===== src/mtp_pkg.sv =====
// Shared types and codes of the MIDI track event parser.
// No dependencies; used by every other file of the block but mtp_if.
package mtp_pkg;

	// result kinds
	localparam logic [2:0] KIND_NOTE_OFF = 3'd0;
	localparam logic [2:0] KIND_NOTE_ON  = 3'd1;
	localparam logic [2:0] KIND_CTRL     = 3'd2;
	localparam logic [2:0] KIND_PROGRAM  = 3'd3;
	localparam logic [2:0] KIND_BEND     = 3'd4;
	localparam logic [2:0] KIND_TEMPO    = 3'd5;
	localparam logic [2:0] KIND_ERROR    = 3'd6;

	// error codes
	localparam logic [2:0] ERR_NONE        = 3'd0;
	localparam logic [2:0] ERR_BAD_DELTA   = 3'd1;
	localparam logic [2:0] ERR_END_DELTA   = 3'd2;
	localparam logic [2:0] ERR_NO_RUNNING  = 3'd3;
	localparam logic [2:0] ERR_CUT_META    = 3'd4;
	localparam logic [2:0] ERR_META_LEN    = 3'd5;
	localparam logic [2:0] ERR_BAD_SYSEX   = 3'd6;
	localparam logic [2:0] ERR_CUT_EVENT   = 3'd7;

	// status bytes and nibbles
	localparam logic [7:0] ST_META      = 8'hFF;
	localparam logic [7:0] ST_SYSEX     = 8'hF0;
	localparam logic [7:0] ST_SYSEX_ESC = 8'hF7;
	localparam logic [7:0] ST_SYSTEM    = 8'hF0;
	localparam logic [7:0] META_TEMPO   = 8'h51;
	localparam logic [3:0] HI_NOTE_OFF  = 4'h8;
	localparam logic [3:0] HI_NOTE_ON   = 4'h9;
	localparam logic [3:0] HI_CTRL      = 4'hB;
	localparam logic [3:0] HI_PROGRAM   = 4'hC;
	localparam logic [3:0] HI_PRESSURE  = 4'hD;
	localparam logic [3:0] HI_BEND      = 4'hE;

	localparam logic [23:0] TEMPO_DEFAULT = 24'd500000;
	localparam logic [27:0] TEMPO_LEN     = 28'd3;

	// result queue between parser and output stage
	localparam int QUEUE_DEPTH = 4;

	// raw result as the parser leaves it in the queue
	typedef struct packed {
		logic [2:0]  kind;
		logic [3:0]  chan;
		logic [6:0]  data_a;
		logic [6:0]  data_b;
		logic [31:0] tick;
		logic [23:0] tempo;
		logic [2:0]  err;
	} mtp_rec_t;

	typedef struct packed {
		logic full;
		logic empty;
	} mtp_q_stat_t;

endpackage


===== src/mtp_if.sv =====
// Handshake interfaces for the track byte input and the event output.
// Depends on nothing; used by the top level.
interface midi_byte_if;
	logic       valid;
	logic       ready;
	logic [7:0] track_byte;
	logic       first_in_track;
	logic       last_in_track;

	modport source(output valid, track_byte, first_in_track, last_in_track, input ready);
	modport sink(input valid, track_byte, first_in_track, last_in_track, output ready);
endinterface

interface midi_event_if;
	logic               valid;
	logic               ready;
	logic [2:0]         event_kind;
	logic [3:0]         channel;
	logic [6:0]         first_data;
	logic [6:0]         second_data;
	logic signed [13:0] bend_value;
	logic [31:0]        event_tick;
	logic [23:0]        tempo_us;
	logic [2:0]         error_code;

	modport source(output valid, event_kind, channel, first_data, second_data, bend_value,
		event_tick, tempo_us, error_code, input ready);
	modport sink(input valid, event_kind, channel, first_data, second_data, bend_value,
		event_tick, tempo_us, error_code, output ready);
endinterface


===== src/midi_track_event_parser.sv =====
// Top level of the MIDI track event parser: parser, result queue and output stage.
// Depends on mtp_pkg, mtp_if, mtp_parser, mtp_queue and mtp_format.
//
// Takes one track byte per cycle with no gaps of its own: the parser updates its
// small state with each byte it accepts, so the byte is classified at once and
// any result it causes goes into a four-entry queue at the same clock edge. The
// output stage pops the queue into an output register, so a result passes through
// a queue slot and then that register. Input ready drops only when the queue is
// full, which happens only while the event sink holds off. Write smpte_mode with
// cfg_we/cfg_wdata while no track is in flight; 1 drops tempo events. After an
// error result the parser ignores bytes until one with first_in_track set.
module midi_track_event_parser #(
	parameter int MAX_VARLEN_BYTES = 4
) (
	input  logic        clk,
	input  logic        arst_n,
	input  logic        cfg_we,
	input  logic        cfg_wdata,
	midi_byte_if.sink   track,
	midi_event_if.source events
);

	mtp_pkg::mtp_rec_t    rec;
	mtp_pkg::mtp_rec_t    rd_data;
	mtp_pkg::mtp_q_stat_t stat;
	logic                 emit;
	logic                 rd_en;
	logic                 accept;

	assign track.ready = !stat.full;
	assign accept      = track.valid && !stat.full;

	mtp_parser #(
		.MAX_VARLEN_BYTES(MAX_VARLEN_BYTES)
	) u_parser (
		.clk           (clk),
		.arst_n        (arst_n),
		.cfg_we        (cfg_we),
		.cfg_wdata     (cfg_wdata),
		.accept        (accept),
		.track_byte    (track.track_byte),
		.first_in_track(track.first_in_track),
		.last_in_track (track.last_in_track),
		.emit          (emit),
		.rec           (rec)
	);

	mtp_queue u_queue (
		.clk    (clk),
		.arst_n (arst_n),
		.wr_en  (emit),
		.wr_data(rec),
		.rd_en  (rd_en),
		.rd_data(rd_data),
		.stat   (stat)
	);

	mtp_format u_format (
		.clk        (clk),
		.arst_n     (arst_n),
		.stat       (stat),
		.rd_data    (rd_data),
		.rd_en      (rd_en),
		.out_ready  (events.ready),
		.out_valid  (events.valid),
		.event_kind (events.event_kind),
		.channel    (events.channel),
		.first_data (events.first_data),
		.second_data(events.second_data),
		.bend_value (events.bend_value),
		.event_tick (events.event_tick),
		.tempo_us   (events.tempo_us),
		.error_code (events.error_code)
	);

endmodule


===== src/mtp_parser.sv =====
// Front part: byte-level track parser that classifies each byte and raises raw results.
// Depends on mtp_pkg.
module mtp_parser #(
	parameter int MAX_VARLEN_BYTES = 4
) (
	input  logic             clk,
	input  logic             arst_n,
	input  logic             cfg_we,
	input  logic             cfg_wdata,
	input  logic             accept,
	input  logic [7:0]       track_byte,
	input  logic             first_in_track,
	input  logic             last_in_track,
	output logic             emit,
	output mtp_pkg::mtp_rec_t rec
);

	localparam int CW = $clog2(MAX_VARLEN_BYTES + 1);

	typedef enum logic [9:0] {
		PH_DELTA      = 10'b0000000001,
		PH_STATUS     = 10'b0000000010,
		PH_DATA1      = 10'b0000000100,
		PH_DATA2      = 10'b0000001000,
		PH_META_TYPE  = 10'b0000010000,
		PH_META_LEN   = 10'b0000100000,
		PH_META_BODY  = 10'b0001000000,
		PH_TEMPO_BODY = 10'b0010000000,
		PH_SYSEX_LEN  = 10'b0100000000,
		PH_SYSEX_BODY = 10'b1000000000
	} mtp_phase_t;

	mtp_phase_t  phase_q, phase_d, e_phase;
	logic [31:0] tick_q, tick_d, e_tick;
	logic [27:0] acc_q, acc_d, e_acc, acc_f;
	logic [CW-1:0] cnt_q, cnt_d, e_cnt, cnt_f;
	logic [7:0]  rs_q, rs_d, e_rs;
	logic [7:0]  cur_q, cur_d;
	logic [6:0]  held_q, held_d;
	logic [7:0]  meta_q, meta_d;
	logic [27:0] bl_q, bl_d, bl_dec;
	logic [23:0] tempo_q, tempo_d;
	logic        halt_q, halt_d, e_halt;
	logic        smpte_q;
	logic        do_fail;
	logic [2:0]  fail_code;
	logic        done_f, over_f;

	function automatic logic one_data(input logic [7:0] st);
		one_data = (st[7:4] == mtp_pkg::HI_PROGRAM) || (st[7:4] == mtp_pkg::HI_PRESSURE);
	endfunction

	function automatic logic fin_emits(input logic [3:0] hi);
		case (hi) inside
			mtp_pkg::HI_NOTE_OFF, mtp_pkg::HI_NOTE_ON, mtp_pkg::HI_CTRL,
			mtp_pkg::HI_PROGRAM, mtp_pkg::HI_BEND: fin_emits = 1'b1;
			default: fin_emits = 1'b0;
		endcase
	endfunction

	function automatic logic [2:0] fin_kind(input logic [3:0] hi);
		case (hi)
			mtp_pkg::HI_NOTE_OFF: fin_kind = mtp_pkg::KIND_NOTE_OFF;
			mtp_pkg::HI_NOTE_ON:  fin_kind = mtp_pkg::KIND_NOTE_ON;
			mtp_pkg::HI_CTRL:     fin_kind = mtp_pkg::KIND_CTRL;
			mtp_pkg::HI_PROGRAM:  fin_kind = mtp_pkg::KIND_PROGRAM;
			default:              fin_kind = mtp_pkg::KIND_BEND;
		endcase
	endfunction

	always_comb begin
		// track start clears before the byte is parsed
		e_phase = first_in_track ? PH_DELTA : phase_q;
		e_tick  = first_in_track ? 32'd0 : tick_q;
		e_acc   = first_in_track ? 28'd0 : acc_q;
		e_cnt   = first_in_track ? CW'(0) : cnt_q;
		e_rs    = first_in_track ? 8'd0 : rs_q;
		e_halt  = first_in_track ? 1'b0 : halt_q;

		acc_f  = {e_acc[20:0], track_byte[6:0]};
		cnt_f  = e_cnt + CW'(1);
		done_f = !track_byte[7];
		over_f = track_byte[7] && (cnt_f >= CW'(MAX_VARLEN_BYTES));
		bl_dec = bl_q - 28'd1;

		phase_d = e_phase;
		tick_d  = e_tick;
		acc_d   = e_acc;
		cnt_d   = e_cnt;
		rs_d    = e_rs;
		cur_d   = cur_q;
		held_d  = held_q;
		meta_d  = meta_q;
		bl_d    = bl_q;
		tempo_d = tempo_q;
		halt_d  = e_halt;

		emit      = 1'b0;
		do_fail   = 1'b0;
		fail_code = mtp_pkg::ERR_NONE;
		rec       = '0;

		if (!e_halt) begin
			case (e_phase)
				PH_STATUS: begin
					if (!track_byte[7]) begin
						if (e_rs == 8'd0) begin
							do_fail   = 1'b1;
							fail_code = mtp_pkg::ERR_NO_RUNNING;
						end else begin
							cur_d  = e_rs;
							held_d = track_byte[6:0];
							if (one_data(e_rs)) begin
								phase_d     = PH_DELTA;
								acc_d       = '0;
								cnt_d       = '0;
								emit        = fin_emits(e_rs[7:4]);
								rec.kind    = fin_kind(e_rs[7:4]);
								rec.chan    = e_rs[3:0];
								rec.data_a  = track_byte[6:0];
							end else begin
								phase_d   = PH_DATA2;
								do_fail   = last_in_track;
								fail_code = mtp_pkg::ERR_CUT_EVENT;
							end
						end
					end else begin
						cur_d = track_byte;
						rs_d  = (track_byte < mtp_pkg::ST_SYSTEM) ? track_byte : 8'd0;
						if (track_byte == mtp_pkg::ST_META) begin
							phase_d   = PH_META_TYPE;
							do_fail   = last_in_track;
							fail_code = mtp_pkg::ERR_CUT_META;
						end else if (track_byte == mtp_pkg::ST_SYSEX ||
							track_byte == mtp_pkg::ST_SYSEX_ESC) begin
							phase_d   = PH_SYSEX_LEN;
							acc_d     = '0;
							cnt_d     = '0;
							do_fail   = last_in_track;
							fail_code = mtp_pkg::ERR_BAD_SYSEX;
						end else begin
							phase_d   = PH_DATA1;
							do_fail   = last_in_track;
							fail_code = mtp_pkg::ERR_CUT_EVENT;
						end
					end
				end
				PH_DATA1: begin
					held_d = track_byte[6:0];
					if (one_data(cur_q)) begin
						phase_d    = PH_DELTA;
						acc_d      = '0;
						cnt_d      = '0;
						emit       = fin_emits(cur_q[7:4]);
						rec.kind   = fin_kind(cur_q[7:4]);
						rec.chan   = cur_q[3:0];
						rec.data_a = track_byte[6:0];
					end else begin
						phase_d   = PH_DATA2;
						do_fail   = last_in_track;
						fail_code = mtp_pkg::ERR_CUT_EVENT;
					end
				end
				PH_DATA2: begin
					phase_d    = PH_DELTA;
					acc_d      = '0;
					cnt_d      = '0;
					emit       = fin_emits(cur_q[7:4]);
					rec.kind   = fin_kind(cur_q[7:4]);
					rec.chan   = cur_q[3:0];
					rec.data_a = held_q;
					rec.data_b = track_byte[6:0];
				end
				PH_META_TYPE: begin
					meta_d    = track_byte;
					phase_d   = PH_META_LEN;
					acc_d     = '0;
					cnt_d     = '0;
					do_fail   = last_in_track;
					fail_code = mtp_pkg::ERR_META_LEN;
				end
				PH_META_LEN, PH_SYSEX_LEN: begin
					acc_d     = acc_f;
					cnt_d     = cnt_f;
					fail_code = (e_phase == PH_META_LEN) ? mtp_pkg::ERR_META_LEN :
						mtp_pkg::ERR_BAD_SYSEX;
					if (over_f) begin
						do_fail = 1'b1;
					end else if (!done_f) begin
						do_fail = last_in_track;
					end else begin
						bl_d = acc_f;
						if (acc_f == 28'd0) begin
							phase_d = PH_DELTA;
							acc_d   = '0;
							cnt_d   = '0;
						end else begin
							do_fail = last_in_track;
							if (e_phase == PH_SYSEX_LEN) begin
								phase_d = PH_SYSEX_BODY;
							end else begin
								tempo_d = '0;
								phase_d = (meta_q == mtp_pkg::META_TEMPO &&
									acc_f == mtp_pkg::TEMPO_LEN) ? PH_TEMPO_BODY : PH_META_BODY;
							end
						end
					end
				end
				PH_META_BODY, PH_TEMPO_BODY, PH_SYSEX_BODY: begin
					if (e_phase == PH_TEMPO_BODY) begin
						tempo_d = {tempo_q[15:0], track_byte};
					end
					bl_d      = bl_dec;
					fail_code = (e_phase == PH_SYSEX_BODY) ? mtp_pkg::ERR_BAD_SYSEX :
						mtp_pkg::ERR_META_LEN;
					if (bl_dec == 28'd0) begin
						phase_d   = PH_DELTA;
						acc_d     = '0;
						cnt_d     = '0;
						emit      = (e_phase == PH_TEMPO_BODY) && !smpte_q;
						rec.kind  = mtp_pkg::KIND_TEMPO;
						rec.tempo = {tempo_q[15:0], track_byte};
					end else begin
						do_fail = last_in_track;
					end
				end
				default: begin
					phase_d   = PH_DELTA;
					acc_d     = acc_f;
					cnt_d     = cnt_f;
					fail_code = mtp_pkg::ERR_BAD_DELTA;
					if (over_f) begin
						do_fail = 1'b1;
					end else if (!done_f) begin
						do_fail = last_in_track;
					end else begin
						tick_d    = e_tick + {4'd0, acc_f};
						phase_d   = PH_STATUS;
						do_fail   = last_in_track;
						fail_code = mtp_pkg::ERR_END_DELTA;
					end
				end
			endcase
		end

		if (do_fail) begin
			halt_d   = 1'b1;
			emit     = 1'b1;
			rec      = '0;
			rec.kind = mtp_pkg::KIND_ERROR;
			rec.err  = fail_code;
		end
		rec.tick = tick_d;
		emit     = emit && accept;
	end

	always_ff @(posedge clk or negedge arst_n) begin
		if (!arst_n) begin
			phase_q <= PH_DELTA;
			tick_q  <= '0;
			acc_q   <= '0;
			cnt_q   <= '0;
			rs_q    <= '0;
			cur_q   <= '0;
			held_q  <= '0;
			meta_q  <= '0;
			bl_q    <= '0;
			tempo_q <= '0;
			halt_q  <= 1'b0;
			smpte_q <= 1'b0;
		end else begin
			if (cfg_we) begin
				smpte_q <= cfg_wdata;
			end
			if (accept) begin
				phase_q <= phase_d;
				tick_q  <= tick_d;
				acc_q   <= acc_d;
				cnt_q   <= cnt_d;
				rs_q    <= rs_d;
				cur_q   <= cur_d;
				held_q  <= held_d;
				meta_q  <= meta_d;
				bl_q    <= bl_d;
				tempo_q <= tempo_d;
				halt_q  <= halt_d;
			end
		end
	end

endmodule


===== src/mtp_queue.sv =====
// Short result queue between the parser and the output stage.
// Depends on mtp_pkg.
module mtp_queue (
	input  logic              clk,
	input  logic              arst_n,
	input  logic              wr_en,
	input  mtp_pkg::mtp_rec_t wr_data,
	input  logic              rd_en,
	output mtp_pkg::mtp_rec_t rd_data,
	output mtp_pkg::mtp_q_stat_t stat
);

	localparam int DEPTH = mtp_pkg::QUEUE_DEPTH;
	localparam int AW    = $clog2(DEPTH);

	mtp_pkg::mtp_rec_t slot_q [DEPTH];
	logic [AW-1:0]     wr_ptr_q, rd_ptr_q;
	logic [AW:0]       count_q;

	assign stat.full  = (count_q == (AW + 1)'(DEPTH));
	assign stat.empty = (count_q == '0);
	assign rd_data    = slot_q[rd_ptr_q];

	always_ff @(posedge clk) begin
		if (wr_en) begin
			slot_q[wr_ptr_q] <= wr_data;
		end
	end

	always_ff @(posedge clk or negedge arst_n) begin
		if (!arst_n) begin
			wr_ptr_q <= '0;
			rd_ptr_q <= '0;
			count_q  <= '0;
		end else begin
			if (wr_en) begin
				wr_ptr_q <= (wr_ptr_q == AW'(DEPTH - 1)) ? '0 : wr_ptr_q + AW'(1);
			end
			if (rd_en) begin
				rd_ptr_q <= (rd_ptr_q == AW'(DEPTH - 1)) ? '0 : rd_ptr_q + AW'(1);
			end
			case ({wr_en, rd_en})
				2'b10:   count_q <= count_q + (AW + 1)'(1);
				2'b01:   count_q <= count_q - (AW + 1)'(1);
				default: count_q <= count_q;
			endcase
		end
	end

	a_count_bound: assert property (@(posedge clk) disable iff (!arst_n)
		count_q <= (AW + 1)'(DEPTH))
		else $error("result queue count above depth");
	a_no_pop_empty: assert property (@(posedge clk) disable iff (!arst_n)
		rd_en |-> !stat.empty)
		else $error("result queue popped while empty");
	a_no_push_full: assert property (@(posedge clk) disable iff (!arst_n)
		wr_en |-> !stat.full)
		else $error("result queue pushed while full");

endmodule


===== src/mtp_format.sv =====
// Back part: pops raw results, finishes their fields and holds them in the output register.
// Depends on mtp_pkg.
module mtp_format (
	input  logic                clk,
	input  logic                arst_n,
	input  mtp_pkg::mtp_q_stat_t stat,
	input  mtp_pkg::mtp_rec_t   rd_data,
	output logic                rd_en,
	input  logic                out_ready,
	output logic                out_valid,
	output logic [2:0]          event_kind,
	output logic [3:0]          channel,
	output logic [6:0]          first_data,
	output logic [6:0]          second_data,
	output logic signed [13:0]  bend_value,
	output logic [31:0]         event_tick,
	output logic [23:0]         tempo_us,
	output logic [2:0]          error_code
);

	logic               valid_q;
	logic [2:0]         kind_f;
	logic [6:0]         a_f, b_f;
	logic signed [13:0] bend_f;
	logic [23:0]        tempo_f;

	assign rd_en     = !stat.empty && (!valid_q || out_ready);
	assign out_valid = valid_q;

	always_comb begin
		kind_f  = rd_data.kind;
		a_f     = rd_data.data_a;
		b_f     = rd_data.data_b;
		bend_f  = '0;
		tempo_f = rd_data.tempo;
		case (rd_data.kind)
			mtp_pkg::KIND_NOTE_ON: begin
				if (rd_data.data_b == 7'd0) begin
					kind_f = mtp_pkg::KIND_NOTE_OFF;
				end
			end
			mtp_pkg::KIND_BEND: begin
				// msb*128 + lsb - 8192 flips the top bit
				bend_f = {~rd_data.data_b[6], rd_data.data_b[5:0], rd_data.data_a};
				a_f    = '0;
				b_f    = '0;
			end
			mtp_pkg::KIND_TEMPO: begin
				if (rd_data.tempo == 24'd0) begin
					tempo_f = mtp_pkg::TEMPO_DEFAULT;
				end
			end
			default: begin
				kind_f = rd_data.kind;
			end
		endcase
	end

	always_ff @(posedge clk) begin
		if (rd_en) begin
			event_kind  <= kind_f;
			channel     <= rd_data.chan;
			first_data  <= a_f;
			second_data <= b_f;
			bend_value  <= bend_f;
			event_tick  <= rd_data.tick;
			tempo_us    <= tempo_f;
			error_code  <= rd_data.err;
		end
	end

	always_ff @(posedge clk or negedge arst_n) begin
		if (!arst_n) begin
			valid_q <= 1'b0;
		end else if (rd_en) begin
			valid_q <= 1'b1;
		end else if (out_ready) begin
			valid_q <= 1'b0;
		end
	end

endmodule


===== src/flat_wrapper.sv =====
// flat-port wrapper written by rule: the top's interface ports become plain ports
module midi_track_event_parser_flat 
#(
	parameter int MAX_VARLEN_BYTES = 4
)
  (clk, arst_n, cfg_we, cfg_wdata, track_valid, track_track_byte, track_first_in_track, track_last_in_track, track_ready, events_valid, events_event_kind, events_channel, events_first_data, events_second_data, events_bend_value, events_event_tick, events_tempo_us, events_error_code, events_ready);
  midi_byte_if track_i ();
  midi_event_if events_i ();
  input  logic clk;
  input  logic arst_n;
  input  logic cfg_we;
  input  logic cfg_wdata;
  input wire logic [$bits(track_i.valid)-1:0] track_valid;
  input wire logic [$bits(track_i.track_byte)-1:0] track_track_byte;
  input wire logic [$bits(track_i.first_in_track)-1:0] track_first_in_track;
  input wire logic [$bits(track_i.last_in_track)-1:0] track_last_in_track;
  output wire logic [$bits(track_i.ready)-1:0] track_ready;
  output wire logic [$bits(events_i.valid)-1:0] events_valid;
  output wire logic [$bits(events_i.event_kind)-1:0] events_event_kind;
  output wire logic [$bits(events_i.channel)-1:0] events_channel;
  output wire logic [$bits(events_i.first_data)-1:0] events_first_data;
  output wire logic [$bits(events_i.second_data)-1:0] events_second_data;
  output wire logic [$bits(events_i.bend_value)-1:0] events_bend_value;
  output wire logic [$bits(events_i.event_tick)-1:0] events_event_tick;
  output wire logic [$bits(events_i.tempo_us)-1:0] events_tempo_us;
  output wire logic [$bits(events_i.error_code)-1:0] events_error_code;
  input wire logic [$bits(events_i.ready)-1:0] events_ready;
  assign track_i.valid = track_valid;
  assign track_i.track_byte = track_track_byte;
  assign track_i.first_in_track = track_first_in_track;
  assign track_i.last_in_track = track_last_in_track;
  assign track_ready = track_i.ready;
  assign events_valid = events_i.valid;
  assign events_event_kind = events_i.event_kind;
  assign events_channel = events_i.channel;
  assign events_first_data = events_i.first_data;
  assign events_second_data = events_i.second_data;
  assign events_bend_value = events_i.bend_value;
  assign events_event_tick = events_i.event_tick;
  assign events_tempo_us = events_i.tempo_us;
  assign events_error_code = events_i.error_code;
  assign events_i.ready = events_ready;
  midi_track_event_parser #(.MAX_VARLEN_BYTES(MAX_VARLEN_BYTES)) u_core (.clk(clk), .arst_n(arst_n), .cfg_we(cfg_we), .cfg_wdata(cfg_wdata), .track(track_i), .events(events_i));
endmodule

===== config.mk =====
export PLATFORM = sky130hd
export DESIGN_NAME = midi_track_event_parser_flat
export DESIGN_NICKNAME = d
export VERILOG_FILES = /design/src/mtp_pkg.sv /design/src/mtp_if.sv /design/src/midi_track_event_parser.sv /design/src/mtp_parser.sv /design/src/mtp_queue.sv /design/src/mtp_format.sv /design/src/flat_wrapper.sv
export SDC_FILE = /design/constraint.sdc
export NUM_CORES = 1
export LEC_CHECK = 0
export BUFFER_PORTS_ARGS = -buffer_cell sky130_fd_sc_hd__buf_2
export CAP_MARGIN = 20
export CORE_MARGIN = 10
export CORE_UTILIZATION = 60
export DETAILED_ROUTE_END_ITERATION = 10
export HOLD_SLACK_MARGIN = 0.08
export PLACE_DENSITY = 0.78
export SLEW_MARGIN = 30
export SYNTH_ARGS = -nofsm -noshare
export SYNTH_HDL_FRONTEND = slang
export SYNTH_SLANG_ARGS = --single-unit

===== constraint.sdc =====
create_clock -name clk -period 10.2 [get_ports clk]
set_clock_uncertainty 0.15 [all_clocks]
set_input_delay 1.53 -clock clk [delete_from_list [all_inputs] [get_ports clk]]
set_output_delay 1.53 -clock clk [all_outputs]
set_load 0.03 [all_outputs]

**After elaboration in Yosys (flattened, before gate mapping)**

Memories as Yosys holds them, arrays and structs flattened.
Cells that the tools add are included.

- Add/subtract/negate cells: 7
- $lt $le $gt $ge: 2
- Equal/unequal tests: 42
- Mux-type cells: 128
- Bitwise operators: 2
- Reduce and logical (&&, ||, !) cells: 35

Operators with widths:

| cell | count |
|---|---|
| 28-bit two-way mux | 14 |
| 32-bit two-way mux | 5 |
| 28-bit case mux with 5 select lines | 1 |
| 24-bit two-way mux | 5 |
| 10-bit two-way mux | 9 |
| 16-bit two-way mux | 5 |
| 80-bit two-way mux | 1 |
| 8-bit two-way mux | 8 |
| 3-bit two-way mux | 21 |
| 10-bit case mux with 6 select lines | 1 |
| 28-bit logical NOT | 2 |
| 14-bit two-way mux | 4 |
| 28-bit case mux with 2 select lines | 1 |
| 4-bit == test, second input constant | 12 |
| 3-bit case mux with 4 select lines | 3 |
| 11-bit case mux with 3 select lines | 1 |
| 32-bit by 28-bit adder with 32-bit output | 1 |
| 16-bit case mux with 2 select lines | 1 |
| 28-bit by 2-bit == test with 1-bit output, second input constant | 1 |
| 28-bit by 1-bit subtractor with 28-bit output, second input constant | 1 |
| 1-bit two-way mux | 26 |
| 8-bit == test, second input constant | 3 |
| 24-bit logical NOT | 1 |
| 21-bit two-way mux | 1 |
| 46 further kinds | 88 |

- Bits in registers: 252
- Bits in writable memories: 320
- Output and inout bits: 96
- Logic and storage cells: 241
- Memories kept: 1

Memory list:

| name | depth | width | read ports | clocked after Yosys merged registers in | write ports | line | text |
|---|---|---|---|---|---|---|---|
| u_core.u_queue.slot_q | 4 | 80 | 1 | 0 | 1 | mtp_queue.sv:16 | `mtp_pkg::mtp_rec_t slot_q [DEPTH];` |

**Logic depth before layout (Yosys ltp)**

Gate-level depths: netlist (run 1).

- Word-level depth: 13
- Depth in mapped cells: 18

**Cells and area by module**

A second synthesis (run 1) with hierarchy kept.

- Cell total of the unflattened synthesis: 1851
- Area total of the unflattened synthesis: 25733.4 um^2

By module, submodules not included:

| module | instances | cells each | area an instance (um^2) | sequential area each (um^2) |
|---|---|---|---|---|
| mtp_queue | 1 | 456 | 12037.8 | 9784.4 |
| mtp_parser | 1 | 1223 | 10338.7 | 3579.7 |
| mtp_format | 1 | 170 | 3347.0 | 2847.7 |
| midi_track_event_parser | 1 | 2 | 10.0 | 0.0 |

**Worst setup path after synthesis (run 1)**

OpenSTA, ideal clock, no wires.

- Path type: input-to-reg
- Start point: input port events_ready
- End point: register u_core.u_queue.count_q[2]
- Arrival time: 7.792 ns
- Path slack: 2.179 ns
- Cell stages on the path: 8
- Path buffers: 0
- Cells stage by stage: inv_1 -> a21oi_1 -> ha_1 -> inv_1 -> fa_1 -> xor2_1 -> nor2_1 -> xor2_1

- Cells in the longest elaborated chain, start to end: 4
- Elaborated cells between the ends (all ways): 6

Ends and longest elaborated chain:

| what | line | text |
|---|---|---|
| from (decl) | flat_wrapper.sv:27 | `input wire logic [$bits(events_i.ready)-1:0] events_ready;` |
| 1-bit logical OR (*) | mtp_format.sv:27 | `assign rd_en = !stat.empty && (!valid_q \|\| out_ready);` |
| 1-bit logical AND (*) | mtp_format.sv:27 |  |
| net u_core.rd_en | midi_track_event_parser.sv:27 | `logic rd_en;` |
| 2-bit by 1-bit == test with 1-bit output or 2-bit == test (tied branches) | mtp_queue.sv:42 | `case ({wr_en, rd_en})` |
| 3-bit case mux with 2 select lines or 2-bit nonzero test (tied branches) | - |  |
| to (signal assigned) | mtp_queue.sv:43 | `2'b10: count_q <= count_q + (AW + 1)'(1);` |
| to (signal assigned) | mtp_queue.sv:44 | `2'b01: count_q <= count_q - (AW + 1)'(1);` |
| to (signal assigned) | mtp_queue.sv:45 | `default: count_q <= count_q;` |
| to (decl) | mtp_queue.sv:18 | `logic [AW:0] count_q;` |

The timed path passes the listed nets; every way through them passes the cells marked *.
A chain may end at the register's enable or synchronous reset.

==> metrics.txt, run 1 <==
status finished, final reports clean; CP peak stage delay 0.67 ns; Starting Density 60.8%; Worst path depth 15; Worst Setup Start Kind input port; layout net count 1929; Largest delay share family, worst path compound AO/OA/AOI/OAI gates; setup bufs post-CTS 0; Setup violations, final 0; Least-Margin Pin Slew 1.01 ns; GRT Resource Usage Total 22.6%; worst-path maximum fanout 83; met3 Use GR 3.39%; Leak Pwr 10.5 nW; min Tclk post-route 5.65 ns; Slowest cell on crit path buf_4; Power Dens Cells 277 nW/um2; Final Hold Fails 0; Syn Nets 1833; routed via count 15.6k; Worst R2R Start u_core.u_parser.bl_q[0]$_DFFE_PN0P_; router iterations before antenna repair 5; Placeable Area 40900 um2; Die X 224 um; CTS sink count 565; number of synthesized register bits 565; maximum vdd drop 154 uV; grt met1 use 30.3%; Resize count post-CTS 0; die footprint 50000 um2; Avg WL per Cell 23.5 um; period utilisation layout 55.4%; Setup crit start track_first_in_track; P_sw 2.53 mW; placed cell area 25900 um2; sequential fraction of the synthesis area 65.2%; unrepaired setup endpoints after global routing false; vias per inst 6.35; DRT iter0 DRCs 1576; Ports 112; cts hold-fix bufs 0; cells after synthesis 1778; Final TNS setup 0 ns; R2R depth 11; worst hold path type flip-flop to flip-flop; nature of the critical path endpoint flip-flop; row count 74; port bufs 111; drt total wl 57.5 mm; Switching Fraction 32.9%; CP Class input port to flip-flop; global-route wire length before repair 89.4 mm; Longest Clk Path Bufs 3; CP bufs+invs 4; Num CTS Buffers 54; Flop pwr share 44.5%; global route total overflow 0; Antenna Nets Post-Route 0; Slew Limit Fails 0; CTS Root Buffer Type clkbuf_16; Slew HR 31.9%; Synthesis Warnings 0; Mean Syn Cell Area 14.0 um2; met2 usage 37.6%; Critical Path RT 10.42 ns; fill count 2751; reg2reg end u_core.u_queue.slot_q[2][1]$_DFFE_PP_; f_max 177 MHz; initial antenna violation count 1; part of the power in the clock network 27.2%; internal power 5.16 mW; Post-DP HPWL 35.8 mm; Clock Latency Late Sink 0.60 ns; GPL Wtd Cong 0.915; max-cap violations 0; Arrival @ worst endpoint 5.87 ns; vias in the first global route 15.3k; Reg2Reg Setup Slack 4.94 ns; critical-path cell list buf_2 > buf_4 > inv_1 > nand2_1 > inv_1 > ha_1 > a211o_1 > a21oi_1 > a211oi_1 > o21ai_0 > a41o_1 > o221a_2 > o21ai_1 > a211o_1 > o21ai_0; FFs w/ async S/R, synth 26.7%; prevailing post-synth register cell edfxtp_1; Finished Cell Area 27800 um2; area grow syn2layout 11.9%; Post-route DRC 0; largest net degree at the start of global routing 85; Die Ht 224 um; library cells used by synthesis 72; Worst-path clk slew 0.06 ns; gr busiest metal met2; H-tree Lvls 2; Worst Setup EP u_core.u_queue.slot_q[3][58]$_DFFE_PP_; Post-Syn Area 24900 um2; CTS tree done; layout cells sized above 1 19.0%; Logic pwr share 28.3%; Post-synth EDFFs 414
cell usage in the layout, fill, tap and decap left out, types with 37 or more instances in the layout:
master	count
mux4_2	80
buf_2	110
a21oi_1	59
dfrtp_1	148
a22oi_1	38
inv_1	37
clkbuf_16	57
ha_1	37
nand2_1	144
edfxtp_1	414
mux2_2	37
a22o_1	37
o21ai_0	103
nor2_1	93
nor2b_1	76
how the worst min path moves through the flow:
stage,start,to,slack (ns),cells past startpoint
after detailed placement,u_core.u_parser.tick_q[13]$_DFFE_PN0P_,u_core.u_parser.tick_q[13]$_DFFE_PN0P_,0.31,2
after global placement,u_core.u_parser.tick_q[13]$_DFFE_PN0P_,u_core.u_parser.tick_q[13]$_DFFE_PN0P_,0.30,2
after floorplan,u_core.u_parser.tick_q[0]$_DFFE_PN0P_,u_core.u_parser.tick_q[0]$_DFFE_PN0P_,0.29,2
after CTS,u_core.u_parser.tick_q[21]$_DFFE_PN0P_,u_core.u_parser.tick_q[21]$_DFFE_PN0P_,0.32,2
final,u_core.u_parser.tick_q[13]$_DFFE_PN0P_,u_core.u_parser.tick_q[13]$_DFFE_PN0P_,0.33,2
after global routing,u_core.u_parser.tick_q[21]$_DFFE_PN0P_,u_core.u_parser.tick_q[21]$_DFFE_PN0P_,0.35,2
tightest hold or removal path, delay by kind of cell, from the launching register on:
| family | cells | cell delay [ns] |
|---|---|---|
| AND/OR/NAND/NOR | 2 | 0.10 |
| flip-flops | 1 | 0.34 |
area by class of cell:
type                       instances  area, um2  area share (%)
sequential                       565      16200            58.3
timing repair buffer             129        704            2.53
antenna                            1       2.50         0.00900
multi-input combinational       1087       8210            29.5
inverter                          37        139           0.499
clock buffer                      69       1510            5.43
tap                              532        666            2.39
clock inverter                    32        362            1.30
stage by stage:
stage                     total power [mW]  util, %  setup slack [ns]  instances  hold slack [ns]
after floorplan                       4.97        -              2.18       1778            0.288
after global placement                5.57     63.3              4.09       2350            0.304
after detailed placement              5.64     63.4              4.05       2350            0.306
after CTS                             7.75     67.9              4.69       2451            0.325
after global routing                  8.03     68.0              4.27       2452            0.347
final                                 7.70     68.0              4.55       2452            0.326
sequential cells by signal (all words and copies together), names as in the netlist, 4 cells and up:
| register | count |
|---|---|
| u_core.u_parser.phase_q | 10 |
| u_core.u_parser.acc_q | 21 |
| u_core.u_parser.tempo_q | 16 |
| u_core.u_queue.slot_q | 320 |
| u_core.u_parser.tick_q | 32 |
| u_core.u_format.channel | 4 |
| u_core.u_parser.cur_q | 8 |
| u_core.u_format.first_data | 7 |
| u_core.u_parser.rs_q | 8 |
| u_core.u_parser.meta_q | 8 |
| u_core.u_format.bend_value | 14 |
| u_core.u_format.second_data | 7 |
| u_core.u_format.event_tick | 32 |
| u_core.u_parser.bl_q | 28 |
| u_core.u_parser.held_q | 7 |
| u_core.u_format.tempo_us | 24 |
power groups by stage:
stage	sequential, mW	combinational [mW]	clock, mW
3_5_place_dp	3.46	2.18	0
3_3_place_gp	3.44	2.14	0
6_report	3.42	2.18	2.10
4_1_cts	3.42	2.20	2.12
2_1_floorplan	3.72	1.26	0
5_1_grt	3.47	2.34	2.22
layer usage:
layer / vias up / wire length, um
li1: 6989 / -
met1: 7866 / 23500
met2: 619 / 28800
met3: 95 / 3820
met4: 0 / 1380
met5: - / 0
cell families (layout without fill, tap and decap cells):
group,after synthesis,in the layout,synth area share (%)
AO/OA/AOI/OAI,360,360,9.48
XOR/XNOR,41,41,1.44
adder cells (fa/ha/maj),39,39,2.02
buffers and inverters,126,267,1.98
flip-flops,565,565,65.2
multiplexers,121,121,9.08
other,0,1,0
AND/OR/NAND/NOR,526,526,10.8
Yosys cell counts (8+ instances only):
cell / count / area [um2]
dfrtp_1: 150 / 3750
a21o_1: 16 / 120
buf_2: 15 / 75.1
xor2_1: 17 / 149
inv_1: 37 / 139
or2_2: 14 / 87.6
o31ai_1: 8 / 60.1
edfxtp_1: 414 / 12400
and3_1: 31 / 194
and2_1: 39 / 244
mux4_2: 80 / 1800
mux2_2: 37 / 417
a211oi_1: 8 / 60.1
nor3_1: 30 / 150
clkbuf_1: 69 / 259
nor2b_1: 76 / 475
a22oi_1: 38 / 285
nand4_1: 10 / 62.6
a22o_1: 37 / 324
ha_1: 37 / 463
xnor2_1: 24 / 210
nor4_1: 22 / 138
o21ai_1: 13 / 65.1
nand2b_1: 8 / 50.1
nand3_1: 26 / 130
a31oi_1: 14 / 87.6
o21ai_0: 104 / 521
a21oi_1: 60 / 300
nor2_1: 96 / 360
nand2_1: 144 / 541
No activity file was read; power rests on OpenSTA's default activity.
==> inputs of run 2 (changes only) <==
--- a/config.mk
+++ b/config.mk
@@ -8,10 +8,10 @@
 export BUFFER_PORTS_ARGS = -buffer_cell sky130_fd_sc_hd__buf_2
 export CAP_MARGIN = 20
 export CORE_MARGIN = 10
-export CORE_UTILIZATION = 60
+export CORE_UTILIZATION = 56
 export DETAILED_ROUTE_END_ITERATION = 10
 export HOLD_SLACK_MARGIN = 0.08
-export PLACE_DENSITY = 0.78
+export PLACE_DENSITY = 0.76
 export SLEW_MARGIN = 30
 export SYNTH_ARGS = -nofsm -noshare
 export SYNTH_HDL_FRONTEND = slang
==> constraint.sdc (replaced) <==
create_clock -name clk -period 4.6 [get_ports clk]
set_clock_uncertainty 0.15 [all_clocks]
set_input_delay 0.69 -clock clk [delete_from_list [all_inputs] [get_ports clk]]
set_output_delay 0.69 -clock clk [all_outputs]
set_load 0.03 [all_outputs]
==> metrics.txt, run 2 (synthesis results as in run 1) <==
cts hold-fix bufs 0 (unchanged); Fin Hold WS 0.0302 ns (-0.296 ns); Arrival @ worst endpoint 4.62 ns (-1.25 ns); Least-Margin Pin Slew 0.883 ns (-0.131 ns); Antenna Nets Post-Route 0 (unchanged); Die Ht 231 um (+3.2%); CTS tree done; Placeable Area 44000 um2 (+7.6%); Finished Cell Area 28300 um2 (+1.6%); Post-route DRC 0 (unchanged); worst-path maximum fanout 5 (-94%); top flop regs u_core.u_queue.slot_q: 320 flops, u_core.u_format.event_tick: 32 flops, u_core.u_parser.tick_q: 32 flops; drt total wl 58.2 mm (+1.3%); Finished Layout Cells 2559 (+4.4%); CTS sink count 565 (unchanged); Critical Path RT 4.97 ns (-5.45 ns); commonest non-fill, non-tap cell in the layout edfxtp_1; part of the power in the clock network 26.5% (-0.7 points); global-route wire length before repair 91.6 mm (+2.5%); layout cells sized above 1 20.9% (+2.0 points); row count 77 (+4.1%); global route total overflow 0 (unchanged); Largest register FFs 320 (unchanged); setup bufs post-CTS 0 (unchanged); status finished, final reports clean; maximum vdd drop 425 uV (+180%); CTS Root Buffer Type clkbuf_16; Worst Setup Start Kind flip-flop; fill count 3204 (+16%); placed cell area 26400 um2 (+2.0%); period utilisation layout 92.5%; Avg WL per Cell 22.8 um (-3.0%); port bufs 111 (unchanged); Slew HR 41.1% (+9.2 points); Post-DP HPWL 38.4 mm (+7.1%); min Tclk post-route 4.26 ns; GRT Resource Usage Total 21.8% (-0.82 points); initial antenna violation count 2 (+1); DRT iter0 DRCs 1468 (-6.9%); vias per inst 6.11 (-3.8%); Resize count post-CTS 0 (unchanged); router iterations before antenna repair 5 (unchanged); unrepaired setup endpoints after global routing false; CP Class flip-flop to flip-flop; Top reg by flops u_core.u_queue.slot_q; Longest Clk Path Bufs 3 (unchanged); max-cap violations 0 (unchanged); Worst R2R Start u_core.u_parser.bl_q[8]$_DFFE_PN0P_; largest net degree at the start of global routing 100 (+18%); Num CTS Buffers 53 (-1.9%); P_sw 5.64 mW (+120%); final core occ 64.2% (-3.8 points); Power Dens Cells 602 nW/um2 (+120%); DP Worst Slack 0.0713 ns (-3.98 ns); Flop pwr share 44.6% (about the same); nature of the critical path endpoint flip-flop; Final TNS setup 0 ns (unchanged); placed insts 2456 (+4.5%); Worst-path clk slew 0.06 ns (about the same); H-tree Lvls 2 (unchanged); Ports 112 (unchanged); routed via count 15.6k (+0.39%); GPL Wtd Cong 0.915 (about the same); layout net count 1974 (+2.3%); worst hold path type input port to async pin; Final Hold Fails 0 (unchanged); Leak Pwr 10.8 nW (+2.0%); Logic pwr share 28.9% (+0.6 points); area grow syn2layout 13.7%; Clock Latency Late Sink 0.61 ns (about the same); Die X 231 um (+3.2%); Final Power 17.0 mW (+120%); die footprint 53200 um2 (+6.5%); Switching Fraction 33.2% (+0.25 points); Setup crit start u_core.u_parser.bl_q[8]$_DFFE_PN0P_; vias in the first global route 15.9k (+3.9%); most frequent cells in the layout edfxtp_1, dfrtp_1, nand2_1; Slew Limit Fails 0 (unchanged); Setup violations, final 0 (unchanged); Starting Density 56.5% (-4.3 points); f_max 235 MHz; setup ws final 0.344 ns (-4.20 ns); internal power 11.4 mW (+120%)
[run 2: path summary, 6_finish.rpt]
path                                                            to  slack (ns)  depth (start not counted)
setup / recovery             u_core.u_queue.count_q[2]$_DFFE_PN0P_        0.34                         15
hold / removal              u_core.u_parser.tick_q[24]$_DFFE_PN0P_        0.03                          1
setup reg to reg             u_core.u_queue.count_q[2]$_DFFE_PN0P_        0.34                         15
hold reg to reg            u_core.u_parser.tempo_q[10]$_DFFE_PN0P_        0.32                          2
max in group asynchronous   u_core.u_parser.phase_q[6]$_DFFE_PN0P_        3.26                          2
min in group clk             u_core.u_format.out_valid$_DFFE_PN0P_        0.13                          2
[run 2: layout make-up]
| cell class | instances | area (um2) | share of cell area (%) |
|---|---|---|---|
| diodes | 3 | 7.51 | 0.0266 |
| repair buffers | 175 | 1140 | 4.05 |
| well taps | 592 | 741 | 2.62 |
| inverters | 37 | 139 | 0.491 |
| flip-flops and latches | 565 | 16200 | 57.4 |
| multi-input cells | 1087 | 8210 | 29.0 |
| clock buffers | 68 | 1510 | 5.33 |
| clock inverters | 32 | 303 | 1.07 |
[run 2: layer usage]
layer	up-vias	part of all wire (%)	global-route usage [%]
li1	7091	-	-
met1	7934	42	29.6
met2	510	50	35.9
met3	94	5.8	3.54
met4	0	2.1	6.60
met5	-	0	0
[run 2: worst max-delay path: stages, from the launching register on]
cell and delay, ns:
dfrtp_1 0.42, nor4_1 0.51, nand3_1 0.24, or4b_1 0.57, xnor2_1 0.19, nor4_4 0.44, nor2_2 0.06, a21boi_1 0.22
a31oi_2 0.18, inv_1 0.10, ha_1 0.17, inv_1 0.06, fa_1 0.38, xor2_1 0.15, nor2_1 0.14, xor2_1 0.16
[run 2: power by group through the flow]
stage	logic (mW)	registers, mW	clock network, mW
after floorplan	2.79	8.19	0
after global placement	4.85	7.63	0
after detailed placement	4.95	7.67	0
after CTS	4.97	7.59	4.58
after global routing	5.30	7.70	4.77
final	4.92	7.58	4.50
